**src/hdl/fgrd_pkg.sv**
```systemverilog
// font glyph row decoder: shared constants, codes and the command type
// used by the front end, the command queue and the row emitter
// no dependencies
package fgrd_pkg;

  // geometry and table size
  localparam int TABLE_DEPTH   = 128;
  localparam int GLYPH_ROWS    = 16;
  localparam int GLYPH_COLUMNS = 8;
  localparam int TBL_AW        = $clog2(TABLE_DEPTH);
  localparam int QUEUE_DEPTH   = 2;

  // field types
  typedef logic [1:0]               op_t;
  typedef logic [1:0]               mode_t;
  typedef logic [6:0]               tidx_t;
  typedef logic [7:0]               byte_t;
  typedef logic [3:0]               row_t;
  typedef logic [4:0]               row_cnt_t;
  typedef logic [GLYPH_COLUMNS-1:0] pix_t;

  // item opcodes
  localparam op_t OP_LOAD   = 2'd0;
  localparam op_t OP_HEADER = 2'd1;
  localparam op_t OP_DATA   = 2'd2;

  // compression modes
  localparam mode_t MODE_RAW    = 2'd0;
  localparam mode_t MODE_TABLE  = 2'd1;
  localparam mode_t MODE_PREFIX = 2'd2;

  // row constants
  localparam row_cnt_t ROWS_ALL   = row_cnt_t'(GLYPH_ROWS);
  localparam row_t     ROW_LAST   = row_t'(GLYPH_ROWS - 1);
  localparam byte_t    PREFIX_MIN = 8'hF0;

  // one run of rows for the emitter: rows from first_row up to data_end-1
  // carry pixels, then blank rows to the bottom when tail is set
  typedef struct packed {
    row_t     first_row;
    row_cnt_t data_end;
    pix_t     pixels;
    logic     tail;
  } cmd_t;

endpackage

```
**src/hdl/fgrd_if.sv**
```systemverilog
// font glyph row decoder: valid/ready channel interfaces for input beats
// and row result beats
// depends on fgrd_pkg
interface fgrd_in_if;
  import fgrd_pkg::*;

  logic  valid;
  logic  ready;
  op_t   op;
  tidx_t table_index;
  byte_t byte_value;

  modport source (output valid, output op, output table_index, output byte_value,
                  input ready);
  modport sink   (input valid, input op, input table_index, input byte_value,
                  output ready);
endinterface

interface fgrd_out_if;
  import fgrd_pkg::*;

  logic valid;
  logic ready;
  row_t row_number;
  pix_t row_pixels;
  logic glyph_done;

  modport source (output valid, output row_number, output row_pixels, output glyph_done,
                  input ready);
  modport sink   (input valid, input row_number, input row_pixels, input glyph_done,
                  output ready);
endinterface

```
**src/hdl/fgrd_front.sv**
```systemverilog
// font glyph row decoder front end: accepts input beats, holds the row table,
// mode register and glyph state, and turns beats with rows into row commands
// depends on fgrd_pkg and fgrd_if
module fgrd_front (
  input  logic                 clk,
  input  logic                 rst_n,
  fgrd_in_if.sink              in_ch,
  input  logic                 cfg_we,
  input  fgrd_pkg::mode_t      cfg_wdata,
  output logic                 push_valid,
  input  logic                 push_ready,
  output fgrd_pkg::cmd_t       push_cmd
);
  import fgrd_pkg::*;

  // glyph state
  mode_t    mode_r;
  row_cnt_t next_row_r, next_row_nxt;
  row_cnt_t end_row_r, end_row_nxt;
  logic     active_r, active_nxt;
  row_cnt_t pend_r, pend_nxt;

  // stage between accept and push, waits for the table read
  logic     s1_valid_r;
  cmd_t     s1_cmd_r;
  logic     s1_tbl_r;
  pix_t     tbl_rd_r;
  logic     tbl_hit_r;

  logic     accept;
  logic     push_nxt;
  cmd_t     cmd_nxt;
  logic     tbl_nxt;

  // table memory
  pix_t     tbl_mem [TABLE_DEPTH];

  assign in_ch.ready = !s1_valid_r || push_ready;
  assign accept      = in_ch.valid && in_ch.ready;

  // classify the beat and work out the next glyph state
  always_comb begin
    logic [3:0] top;
    row_cnt_t   size;
    row_cnt_t   rep;
    logic [5:0] sum;
    row_cnt_t   dend;
    logic       take;
    next_row_nxt = next_row_r;
    end_row_nxt  = end_row_r;
    active_nxt   = active_r;
    pend_nxt     = pend_r;
    push_nxt     = 1'b0;
    cmd_nxt      = '0;
    tbl_nxt      = 1'b0;
    top          = in_ch.byte_value[7:4];
    size         = ROWS_ALL - {1'b0, in_ch.byte_value[3:0]};
    rep          = '0;
    sum          = '0;
    dend         = '0;
    take         = 1'b0;
    unique case (in_ch.op)
      OP_HEADER: begin
        pend_nxt    = '0;
        end_row_nxt = size;
        if ({1'b0, top} >= size) begin
          // all-blank glyph: sixteen blank rows, done on the last
          push_nxt          = 1'b1;
          cmd_nxt.tail      = 1'b1;
          active_nxt        = 1'b0;
          next_row_nxt      = ROWS_ALL;
        end else begin
          push_nxt          = (top != 4'd0);
          cmd_nxt.data_end  = {1'b0, top};
          active_nxt        = 1'b1;
          next_row_nxt      = {1'b0, top};
        end
      end
      OP_DATA: begin
        if (active_r) begin
          take = 1'b1;
          unique case (mode_r)
            MODE_RAW: begin
              rep = 5'd1;
            end
            MODE_TABLE: begin
              rep     = in_ch.byte_value[7] ? 5'd2 : 5'd1;
              tbl_nxt = 1'b1;
            end
            default: begin
              tbl_nxt = 1'b1;
              if (pend_r != '0) begin
                rep      = pend_r;
                pend_nxt = '0;
              end else if (in_ch.byte_value > PREFIX_MIN) begin
                // repeat prefix, no rows
                pend_nxt = {1'b0, in_ch.byte_value[3:0]} + 5'd1;
                take     = 1'b0;
              end else begin
                rep = in_ch.byte_value[7] ? 5'd2 : 5'd1;
              end
            end
          endcase
          if (take) begin
            sum  = {1'b0, next_row_r} + {1'b0, rep};
            dend = (sum > {1'b0, ROWS_ALL}) ? ROWS_ALL : sum[4:0];
            push_nxt         = 1'b1;
            cmd_nxt.first_row = next_row_r[3:0];
            cmd_nxt.data_end = dend;
            cmd_nxt.pixels   = in_ch.byte_value;
            cmd_nxt.tail     = (dend >= end_row_r);
            next_row_nxt     = dend;
            if (dend >= end_row_r) begin
              active_nxt = 1'b0;
              pend_nxt   = '0;
            end
          end
        end
      end
      default: begin
      end
    endcase
  end

  // control registers
  always_ff @(posedge clk) begin
    if (!rst_n) begin
      mode_r     <= MODE_PREFIX;
      next_row_r <= '0;
      end_row_r  <= '0;
      active_r   <= 1'b0;
      pend_r     <= '0;
      s1_valid_r <= 1'b0;
    end else begin
      if (cfg_we) begin
        mode_r <= cfg_wdata;
      end
      if (accept) begin
        next_row_r <= next_row_nxt;
        end_row_r  <= end_row_nxt;
        active_r   <= active_nxt;
        pend_r     <= pend_nxt;
        s1_valid_r <= push_nxt;
      end else if (push_ready) begin
        s1_valid_r <= 1'b0;
      end
    end
  end

  // stage payload
  always_ff @(posedge clk) begin
    if (accept) begin
      s1_cmd_r <= cmd_nxt;
      s1_tbl_r <= tbl_nxt;
    end
  end

  // row table write and registered lookup
  always_ff @(posedge clk) begin
    if (accept) begin
      if (in_ch.op == OP_LOAD && int'(in_ch.table_index) < TABLE_DEPTH) begin
        tbl_mem[in_ch.table_index[TBL_AW-1:0]] <= in_ch.byte_value;
      end
      tbl_rd_r  <= tbl_mem[in_ch.byte_value[TBL_AW-1:0]];
      tbl_hit_r <= (int'(in_ch.byte_value[6:0]) < TABLE_DEPTH);
    end
  end

  // command toward the queue
  always_comb begin
    push_cmd = s1_cmd_r;
    if (s1_tbl_r) begin
      push_cmd.pixels = tbl_hit_r ? tbl_rd_r : '0;
    end
  end
  assign push_valid = s1_valid_r;

endmodule

```
**src/hdl/fgrd_queue.sv**
```systemverilog
// font glyph row decoder command queue: short fifo between front end and
// row emitter so that each side stalls on its own
// depends on fgrd_pkg
module fgrd_queue (
  input  logic           clk,
  input  logic           rst_n,
  input  logic           push_valid,
  output logic           push_ready,
  input  fgrd_pkg::cmd_t push_cmd,
  output logic           pop_valid,
  input  logic           pop_ready,
  output fgrd_pkg::cmd_t pop_cmd
);
  import fgrd_pkg::*;

  localparam int PW = (QUEUE_DEPTH > 1) ? $clog2(QUEUE_DEPTH) : 1;
  localparam int CW = $clog2(QUEUE_DEPTH + 1);

  cmd_t            q_mem [QUEUE_DEPTH];
  logic [PW-1:0]   wr_ptr_r;
  logic [PW-1:0]   rd_ptr_r;
  logic [CW-1:0]   count_r;
  logic            do_push;
  logic            do_pop;

  assign push_ready = (count_r != CW'(QUEUE_DEPTH));
  assign pop_valid  = (count_r != '0);
  assign pop_cmd    = q_mem[rd_ptr_r];
  assign do_push    = push_valid && push_ready;
  assign do_pop     = pop_valid && pop_ready;

  // pointers and fill count
  always_ff @(posedge clk) begin
    if (!rst_n) begin
      wr_ptr_r <= '0;
      rd_ptr_r <= '0;
      count_r  <= '0;
    end else begin
      if (do_push) begin
        wr_ptr_r <= (wr_ptr_r == PW'(QUEUE_DEPTH - 1)) ? '0 : wr_ptr_r + PW'(1);
      end
      if (do_pop) begin
        rd_ptr_r <= (rd_ptr_r == PW'(QUEUE_DEPTH - 1)) ? '0 : rd_ptr_r + PW'(1);
      end
      if (do_push && !do_pop) begin
        count_r <= count_r + CW'(1);
      end else if (do_pop && !do_push) begin
        count_r <= count_r - CW'(1);
      end
    end
  end

  // entry storage
  always_ff @(posedge clk) begin
    if (do_push) begin
      q_mem[wr_ptr_r] <= push_cmd;
    end
  end

endmodule

```
**src/hdl/fgrd_back.sv**
```systemverilog
// font glyph row decoder row emitter: walks each row command one row per
// cycle, while the result channel is not stalled, into the registered result channel
// depends on fgrd_pkg and fgrd_if
module fgrd_back (
  input  logic           clk,
  input  logic           rst_n,
  input  logic           pop_valid,
  output logic           pop_ready,
  input  fgrd_pkg::cmd_t pop_cmd,
  fgrd_out_if.source     out_ch
);
  import fgrd_pkg::*;

  logic busy_r;
  cmd_t cur_r;
  row_t row_r;
  logic out_valid_r;
  row_t out_row_r;
  pix_t out_pix_r;
  logic out_done_r;
  logic emit;
  logic last;

  assign emit = busy_r && (!out_valid_r || out_ch.ready);
  assign last = cur_r.tail ? (row_r == ROW_LAST)
                           : (({1'b0, row_r} + 5'd1) >= cur_r.data_end);
  assign pop_ready = !busy_r || (emit && last);

  assign out_ch.valid      = out_valid_r;
  assign out_ch.row_number = out_row_r;
  assign out_ch.row_pixels = out_pix_r;
  assign out_ch.glyph_done = out_done_r;

  // run walker and output register control
  always_ff @(posedge clk) begin
    if (!rst_n) begin
      busy_r      <= 1'b0;
      out_valid_r <= 1'b0;
    end else begin
      if (emit) begin
        out_valid_r <= 1'b1;
      end else if (out_ch.ready) begin
        out_valid_r <= 1'b0;
      end
      if (pop_valid && pop_ready) begin
        busy_r <= 1'b1;
      end else if (emit && last) begin
        busy_r <= 1'b0;
      end
    end
  end

  // run and result payload
  always_ff @(posedge clk) begin
    if (pop_valid && pop_ready) begin
      cur_r <= pop_cmd;
      row_r <= pop_cmd.first_row;
    end else if (emit) begin
      row_r <= row_r + 4'd1;
    end
    if (emit) begin
      out_row_r  <= row_r;
      out_pix_r  <= ({1'b0, row_r} < cur_r.data_end) ? cur_r.pixels : '0;
      out_done_r <= cur_r.tail && (row_r == ROW_LAST);
    end
  end

`ifndef NO_ASSERTIONS
  // a done beat is always the bottom row
  a_done_bottom: assert property (@(posedge clk) disable iff (!rst_n)
    out_valid_r && out_done_r |-> out_row_r == ROW_LAST)
    else $error("glyph_done on a row other than the bottom");

  // a run without tail never walks past its data rows
  a_row_in_run: assert property (@(posedge clk) disable iff (!rst_n)
    busy_r && !cur_r.tail |-> {1'b0, row_r} < cur_r.data_end)
    else $error("row walker past end of data rows");

  // a stalled result freezes the walker
  a_stall_hold: assert property (@(posedge clk) disable iff (!rst_n)
    busy_r && out_valid_r && !out_ch.ready |=> busy_r && $stable(row_r))
    else $error("row walker moved during output stall");
`endif

endmodule

```
**src/hdl/font_glyph_row_decoder.sv**
```systemverilog
// font glyph row decoder top level: front end, command queue, row emitter
// depends on fgrd_pkg, fgrd_if, fgrd_front, fgrd_queue, fgrd_back
//
//   channel   dir   handshake     payload
//   in_ch     in    valid/ready   op, table_index, byte_value
//   out_ch    out   valid/ready   row_number, row_pixels, glyph_done
//   cfg       in    cfg_we        cfg_wdata (compression mode)
//
// an input beat is taken into the front-end stage together with the registered
// row table read, then its command passes through the queue and the emitter's
// run register into the registered out_ch beat; the emitter walks a beat's rows
// one by one, and a beat without rows sends no command to the queue; reset is
// synchronous active low, clears glyph state, queue and emitter and sets the
// mode to repeat prefix; in_ch stalls while a command waits on a full queue
module font_glyph_row_decoder (
  input  logic            clk,
  input  logic            rst_n,
  fgrd_in_if.sink         in_ch,
  fgrd_out_if.source      out_ch,
  input  logic            cfg_we,
  input  fgrd_pkg::mode_t cfg_wdata
);
  import fgrd_pkg::*;

  logic q_push_valid;
  logic q_push_ready;
  cmd_t q_push_cmd;
  logic q_pop_valid;
  logic q_pop_ready;
  cmd_t q_pop_cmd;

  // accept and classify
  fgrd_front u_front (
    .clk        (clk),
    .rst_n      (rst_n),
    .in_ch      (in_ch),
    .cfg_we     (cfg_we),
    .cfg_wdata  (cfg_wdata),
    .push_valid (q_push_valid),
    .push_ready (q_push_ready),
    .push_cmd   (q_push_cmd)
  );

  // command queue
  fgrd_queue u_queue (
    .clk        (clk),
    .rst_n      (rst_n),
    .push_valid (q_push_valid),
    .push_ready (q_push_ready),
    .push_cmd   (q_push_cmd),
    .pop_valid  (q_pop_valid),
    .pop_ready  (q_pop_ready),
    .pop_cmd    (q_pop_cmd)
  );

  // row emitter
  fgrd_back u_back (
    .clk       (clk),
    .rst_n     (rst_n),
    .pop_valid (q_pop_valid),
    .pop_ready (q_pop_ready),
    .pop_cmd   (q_pop_cmd),
    .out_ch    (out_ch)
  );

endmodule
```
**src/flat_wrapper.sv**
```systemverilog
// flat-port wrapper written by rule: the top's interface ports become plain ports
module font_glyph_row_decoder_flat import fgrd_pkg::*;
  (clk, rst_n, cfg_we, cfg_wdata, in_ch_valid, in_ch_op, in_ch_table_index, in_ch_byte_value, in_ch_ready, out_ch_valid, out_ch_row_number, out_ch_row_pixels, out_ch_glyph_done, out_ch_ready);
  fgrd_in_if in_ch_i ();
  fgrd_out_if out_ch_i ();
  input  logic clk;
  input  logic rst_n;
  input  logic cfg_we;
  input  fgrd_pkg::mode_t cfg_wdata;
  input wire logic [$bits(in_ch_i.valid)-1:0] in_ch_valid;
  input wire logic [$bits(in_ch_i.op)-1:0] in_ch_op;
  input wire logic [$bits(in_ch_i.table_index)-1:0] in_ch_table_index;
  input wire logic [$bits(in_ch_i.byte_value)-1:0] in_ch_byte_value;
  output wire logic [$bits(in_ch_i.ready)-1:0] in_ch_ready;
  output wire logic [$bits(out_ch_i.valid)-1:0] out_ch_valid;
  output wire logic [$bits(out_ch_i.row_number)-1:0] out_ch_row_number;
  output wire logic [$bits(out_ch_i.row_pixels)-1:0] out_ch_row_pixels;
  output wire logic [$bits(out_ch_i.glyph_done)-1:0] out_ch_glyph_done;
  input wire logic [$bits(out_ch_i.ready)-1:0] out_ch_ready;
  assign in_ch_i.valid = in_ch_valid;
  assign in_ch_i.op = in_ch_op;
  assign in_ch_i.table_index = in_ch_table_index;
  assign in_ch_i.byte_value = in_ch_byte_value;
  assign in_ch_ready = in_ch_i.ready;
  assign out_ch_valid = out_ch_i.valid;
  assign out_ch_row_number = out_ch_i.row_number;
  assign out_ch_row_pixels = out_ch_i.row_pixels;
  assign out_ch_glyph_done = out_ch_i.glyph_done;
  assign out_ch_i.ready = out_ch_ready;
  font_glyph_row_decoder u_core (.clk(clk), .rst_n(rst_n), .in_ch(in_ch_i), .out_ch(out_ch_i), .cfg_we(cfg_we), .cfg_wdata(cfg_wdata));
endmodule
```
**config.mk**
```make
export PLATFORM = sky130hd
export DESIGN_NAME = font_glyph_row_decoder_flat
export DESIGN_NICKNAME = d
export VERILOG_FILES = /design/src/hdl/fgrd_pkg.sv /design/src/hdl/fgrd_if.sv /design/src/hdl/fgrd_front.sv /design/src/hdl/fgrd_queue.sv /design/src/hdl/fgrd_back.sv /design/src/hdl/font_glyph_row_decoder.sv /design/src/flat_wrapper.sv
export SDC_FILE = /design/constraint.sdc
export NUM_CORES = 1
export LEC_CHECK = 0
export BUFFER_PORTS_ARGS = -buffer_cell sky130_fd_sc_hd__buf_4
export CORE_AREA = 3 3 261 327
export CTS_CLUSTER_SIZE = 10
export DETAILED_ROUTE_END_ITERATION = 10
export DIE_AREA = 0 0 264 330
export PLACE_DENSITY = 0.73
export SYNTH_ARGS = -nofsm -noshare
export SYNTH_HDL_FRONTEND = slang
export SYNTH_SLANG_ARGS = --single-unit
```
**constraint.sdc**
```tcl
create_clock -name clk -period 6.1 [get_ports clk]
set_clock_uncertainty 0.1 [all_clocks]
set_input_delay 0.61 -clock clk [delete_from_list [all_inputs] [get_ports clk]]
set_output_delay 0.61 -clock clk [all_outputs]
set_load 0.01 [all_outputs]
```
==> out/metrics.yaml <==
grt:
  grtUsageMet3: 0.0481
  grt_util_met1: 0.285
  grt_pass1_vias: 23400
  grt-busiest-layer: "met2"
  grtUsageMet2: 0.375
  grt_pass1_wl_um: 147000
  grt_max_degree: 167
  track_usage: 0.227
  grt-ovfl-total: 0
  antenna_found_initial: 6
synth:
  synth-edff-count: 1118
  synth_top_family_by_area: "multiplexers"
  ys_ff_latch: 1144
  syn_avg_cell_area_sq_um: 19.2
  yosys_warnings: 0
  syn_area_sq_um: 45300
  synth-main-ff-cell: "edfxtp_1"
  syn_inst: 2359
  yosysUniqueCellTypes: 73
  synth_mux_area_frac: 0.126
  synth_xor_area_frac: 0.00232
  seq_area_frac_synth: 0.752
  synth_compound_area_frac: 0.0531
  synthAdderAreaFrac: 0.00817
  async_flop_share: 0
  syn_nets: 2412
  synthSimpleGateAreaFrac: 0.0417
floorplanning:
  dieArea_sq_um: 87100
  ioPinCount: 39
  initial_core_util: 0.548
  die_y_um: 330
  core_area_sq_um: 82700
  die_x_um: 264
  row_count: 118
detailed_routing:
  wl_per_cell_um: 27.5
  drt_iter0_drc: 2759
  viasPerCell: 6.42
  drc: 0
  firstDrtPassIters: 7
  num_vias: 22900
  drt-total-wl_um: 97900
  antenna_left: 0
timing:
  fin_tns_setup_ns: 0
  clock.fmax_ghz: 0.211
  relSlewSlack: 0.164
  min_period_ns: 4.74
  slew_viol_final: 0
  setup_viol_count_final: 0
  rsz0062_at_grt: "no"
  final-hold-violation-count: 0
  worstMarginPinSlew_ns: 1.25
  period_share: 0.777
critical_path:
  cp.required_ns: 6.59
  crit_type: "in -> reg"
  crit_fanout: 16
  cpPeakStageDelay_ns: 0.43
  crit_arrival_ns: 5.23
  crit_path_start_kind: "input pin"
  end_kind: "flop"
  slowest_stage: "o32ai_1"
  cp_cell_sequence: "buf_8 > inv_2 > ha_1 > or3b_1 > a211oi_1 > o21ai_0 > nand2_1 > inv_1 > fa_1 > xnor2_1 > nor4b_1 > a21oi_1 > o32ai_1 > nand3b_1 > ha_1 > nand2b_1 > nand2_1 > o21a_1 > o32a_1 > a2111oi_4 > o211a_1"
placement:
  gp_congestion: 0.893
  dp_hpwl_um: 58800
  portBuffers: 38
finish:
  area_growth_syn_to_layout_pct: 11.1
  nets: 2501
  multi_input_area_sq_um: 10500
  drive_above_1_share: 0.200
  fillCellCount: 5640
  seq_area_sq_um: 34100
pwr:
  p_per_area_nw_per_um2: 336
  ir_drop_mv: 0.220
  total_power_uw: 16900
  leakage_uw: 0.0160
clock_tree:
  root_buffer: "clkbuf_16"
  cts_inserted_buffers: 132
  clkSlewWorstSetupHoldPaths_ns: 0.05
  htreeDepth: 4
  cts_resized: 0
  clk_latency_ns: 0.71
  clkSinkCount: 1144
  cts_tree: "yes"
  clock_path_buffers: 3
job:
  max_cap_violations: 0
min_path:
  min_path_type: "in -> reg"
status:
  run_status: "finished clean"
[critical path, delay by kind of cell]
kind,cells,cell delay (ns)
xor gates and xnor gates,1,0.18
adders and majority gates,3,0.89
buffers and inverters,3,0.33
and+or+nand+nor,6,1.24
AOI/OAI and AO/OA,8,1.97
[state kept, by name (all words and copies together), names as in the netlist, 5 cells and up, named ones only]
| name | count |
|---|---|
| u_core.u_front.tbl_rd_r | 8 |
| u_core.u_front.push_cmd | 10 |
| u_core.u_front.next_row_r | 5 |
| u_core.u_front.end_row_r | 5 |
| u_core.u_back.cur_r | 14 |
| u_core.u_front.tbl_mem | 1024 |
| u_core.u_queue.q_mem | 36 |
| u_core.u_front.pend_r | 5 |
| u_core.u_back.out_ch.row_pixels | 8 |
| u_core.u_front.s1_cmd_r | 8 |
[report_power, final]
group | internal [uW] | switching [uW] | leakage [uW] | total (uW)
Clock | 3990 | 2830 | 0.00176 | 6830
Combinational | 463 | 705 | 0.00393 | 1170
Sequential | 8830 | 89.6 | 0.0103 | 8910
[cell families after synthesis]
kind of cell,count (synthesis)
adders and majority gates,29
and+or+nand+nor,390
DFF,1144
xor gates and xnor gates,12
buffers and inverters,156
AOI/OAI and AO/OA,310
muxes,318
[cells in the final DEF (no fill, tap or decap), drive strengths merged, types with 3 or more instances in the layout]
master / instances
mux2i: 70
or2: 4
nor2: 164
a21oi: 35
o21ai: 21
a22o: 32
o21a: 8
a2111oi: 33
a211oi: 36
a21boi: 5
a221oi: 18
inv: 36
a22oi: 66
diode: 4
o211a: 4
ha: 28
nor2b: 49
nand2: 54
nor3: 31
clkbuf: 152
nand3b: 8
o22ai: 24
xnor2: 5
and3: 5
mux4: 192
nand3: 21
edfxtp: 1118
dfxtp: 26
o221ai: 8
and2: 33
buf: 81
nand2b: 6
mux2: 56
xor2: 7
or3: 3
[layout make-up]
cell class                 instances  area share
timing repair buffer              83      0.0135
clock inverter                    10     0.00226
sequential                      1144       0.677
clock buffer                     152      0.0692
antenna                            4    0.000199
tap                             1080      0.0268
multi-input combinational       1059       0.209
inverter                          28     0.00209
[per-stage QoR]
| step | area [sq um] | setup WS, ns | util | hold slack (ns) | cells |
|---|---|---|---|---|---|
| after CTS | 50300 | 1.47 | 0.609 | 0.0286 | 3556 |
| final | 50300 | 1.36 | 0.609 | 0.0731 | 3560 |
| after global placement | 46700 | 0.803 | 0.565 | 0.326 | 3392 |
| after floorplan | 45300 | 0.783 | - | 0.321 | 2359 |
| after global routing | 50300 | 1.10 | 0.609 | 0.0757 | 3557 |
| after detailed placement | 46700 | 0.727 | 0.565 | 0.338 | 3392 |
[cell usage after synthesis (33+ instances only)]
master,count,area [sq um]
nor2_1,164,616
clkbuf_1,54,203
a21oi_1,35,175
mux2_2,56,631
nor2b_1,49,307
mux2i_1,70,701
nand2_1,54,203
and2_1,33,206
buf_2,51,255
a22oi_1,66,495
a211oi_1,36,270
mux4_2,180,4050
edfxtp_1,1118,33600
[per-layer routing]
layer	share of wire	wire, um
met1	0.37	36400
met2	0.50	49100
met3	0.075	7310
met4	0.053	5160
met5	0.00035	34
[timing repair]
action / 4_1_cts / 5_1_grt
endpoints found under the hold margin: 1 / 0
setup endpoints to repair: 0 / 0
hold buffers: 2 / 0
buffers inserted: 0 / 0
[path summary, 6_finish.rpt]
path / start / endpoint / slack (ns) / cells after the start
worst min register to register: u_core.u_front.push_cmd[16]$_SDFFCE_PN0P_ / u_core.u_queue.q_mem[0][16]$_DFFE_PP_ / 0.34 / 0
worst min-delay path: cfg_wdata[0] / u_core.u_front.mode_r[0]$_SDFFE_PN0P_ / 0.07 / 3
worst max-delay path: in_ch_byte_value[0] / u_core.u_front.push_cmd[0]$_DFFE_PP_ / 1.36 / 21
worst max register to register: u_core.u_front.pend_r[4]$_SDFFE_PN0P_ / u_core.u_front.push_cmd[0]$_DFFE_PP_ / 1.41 / 19
Note: power is estimated with default switching activity, not from simulation.
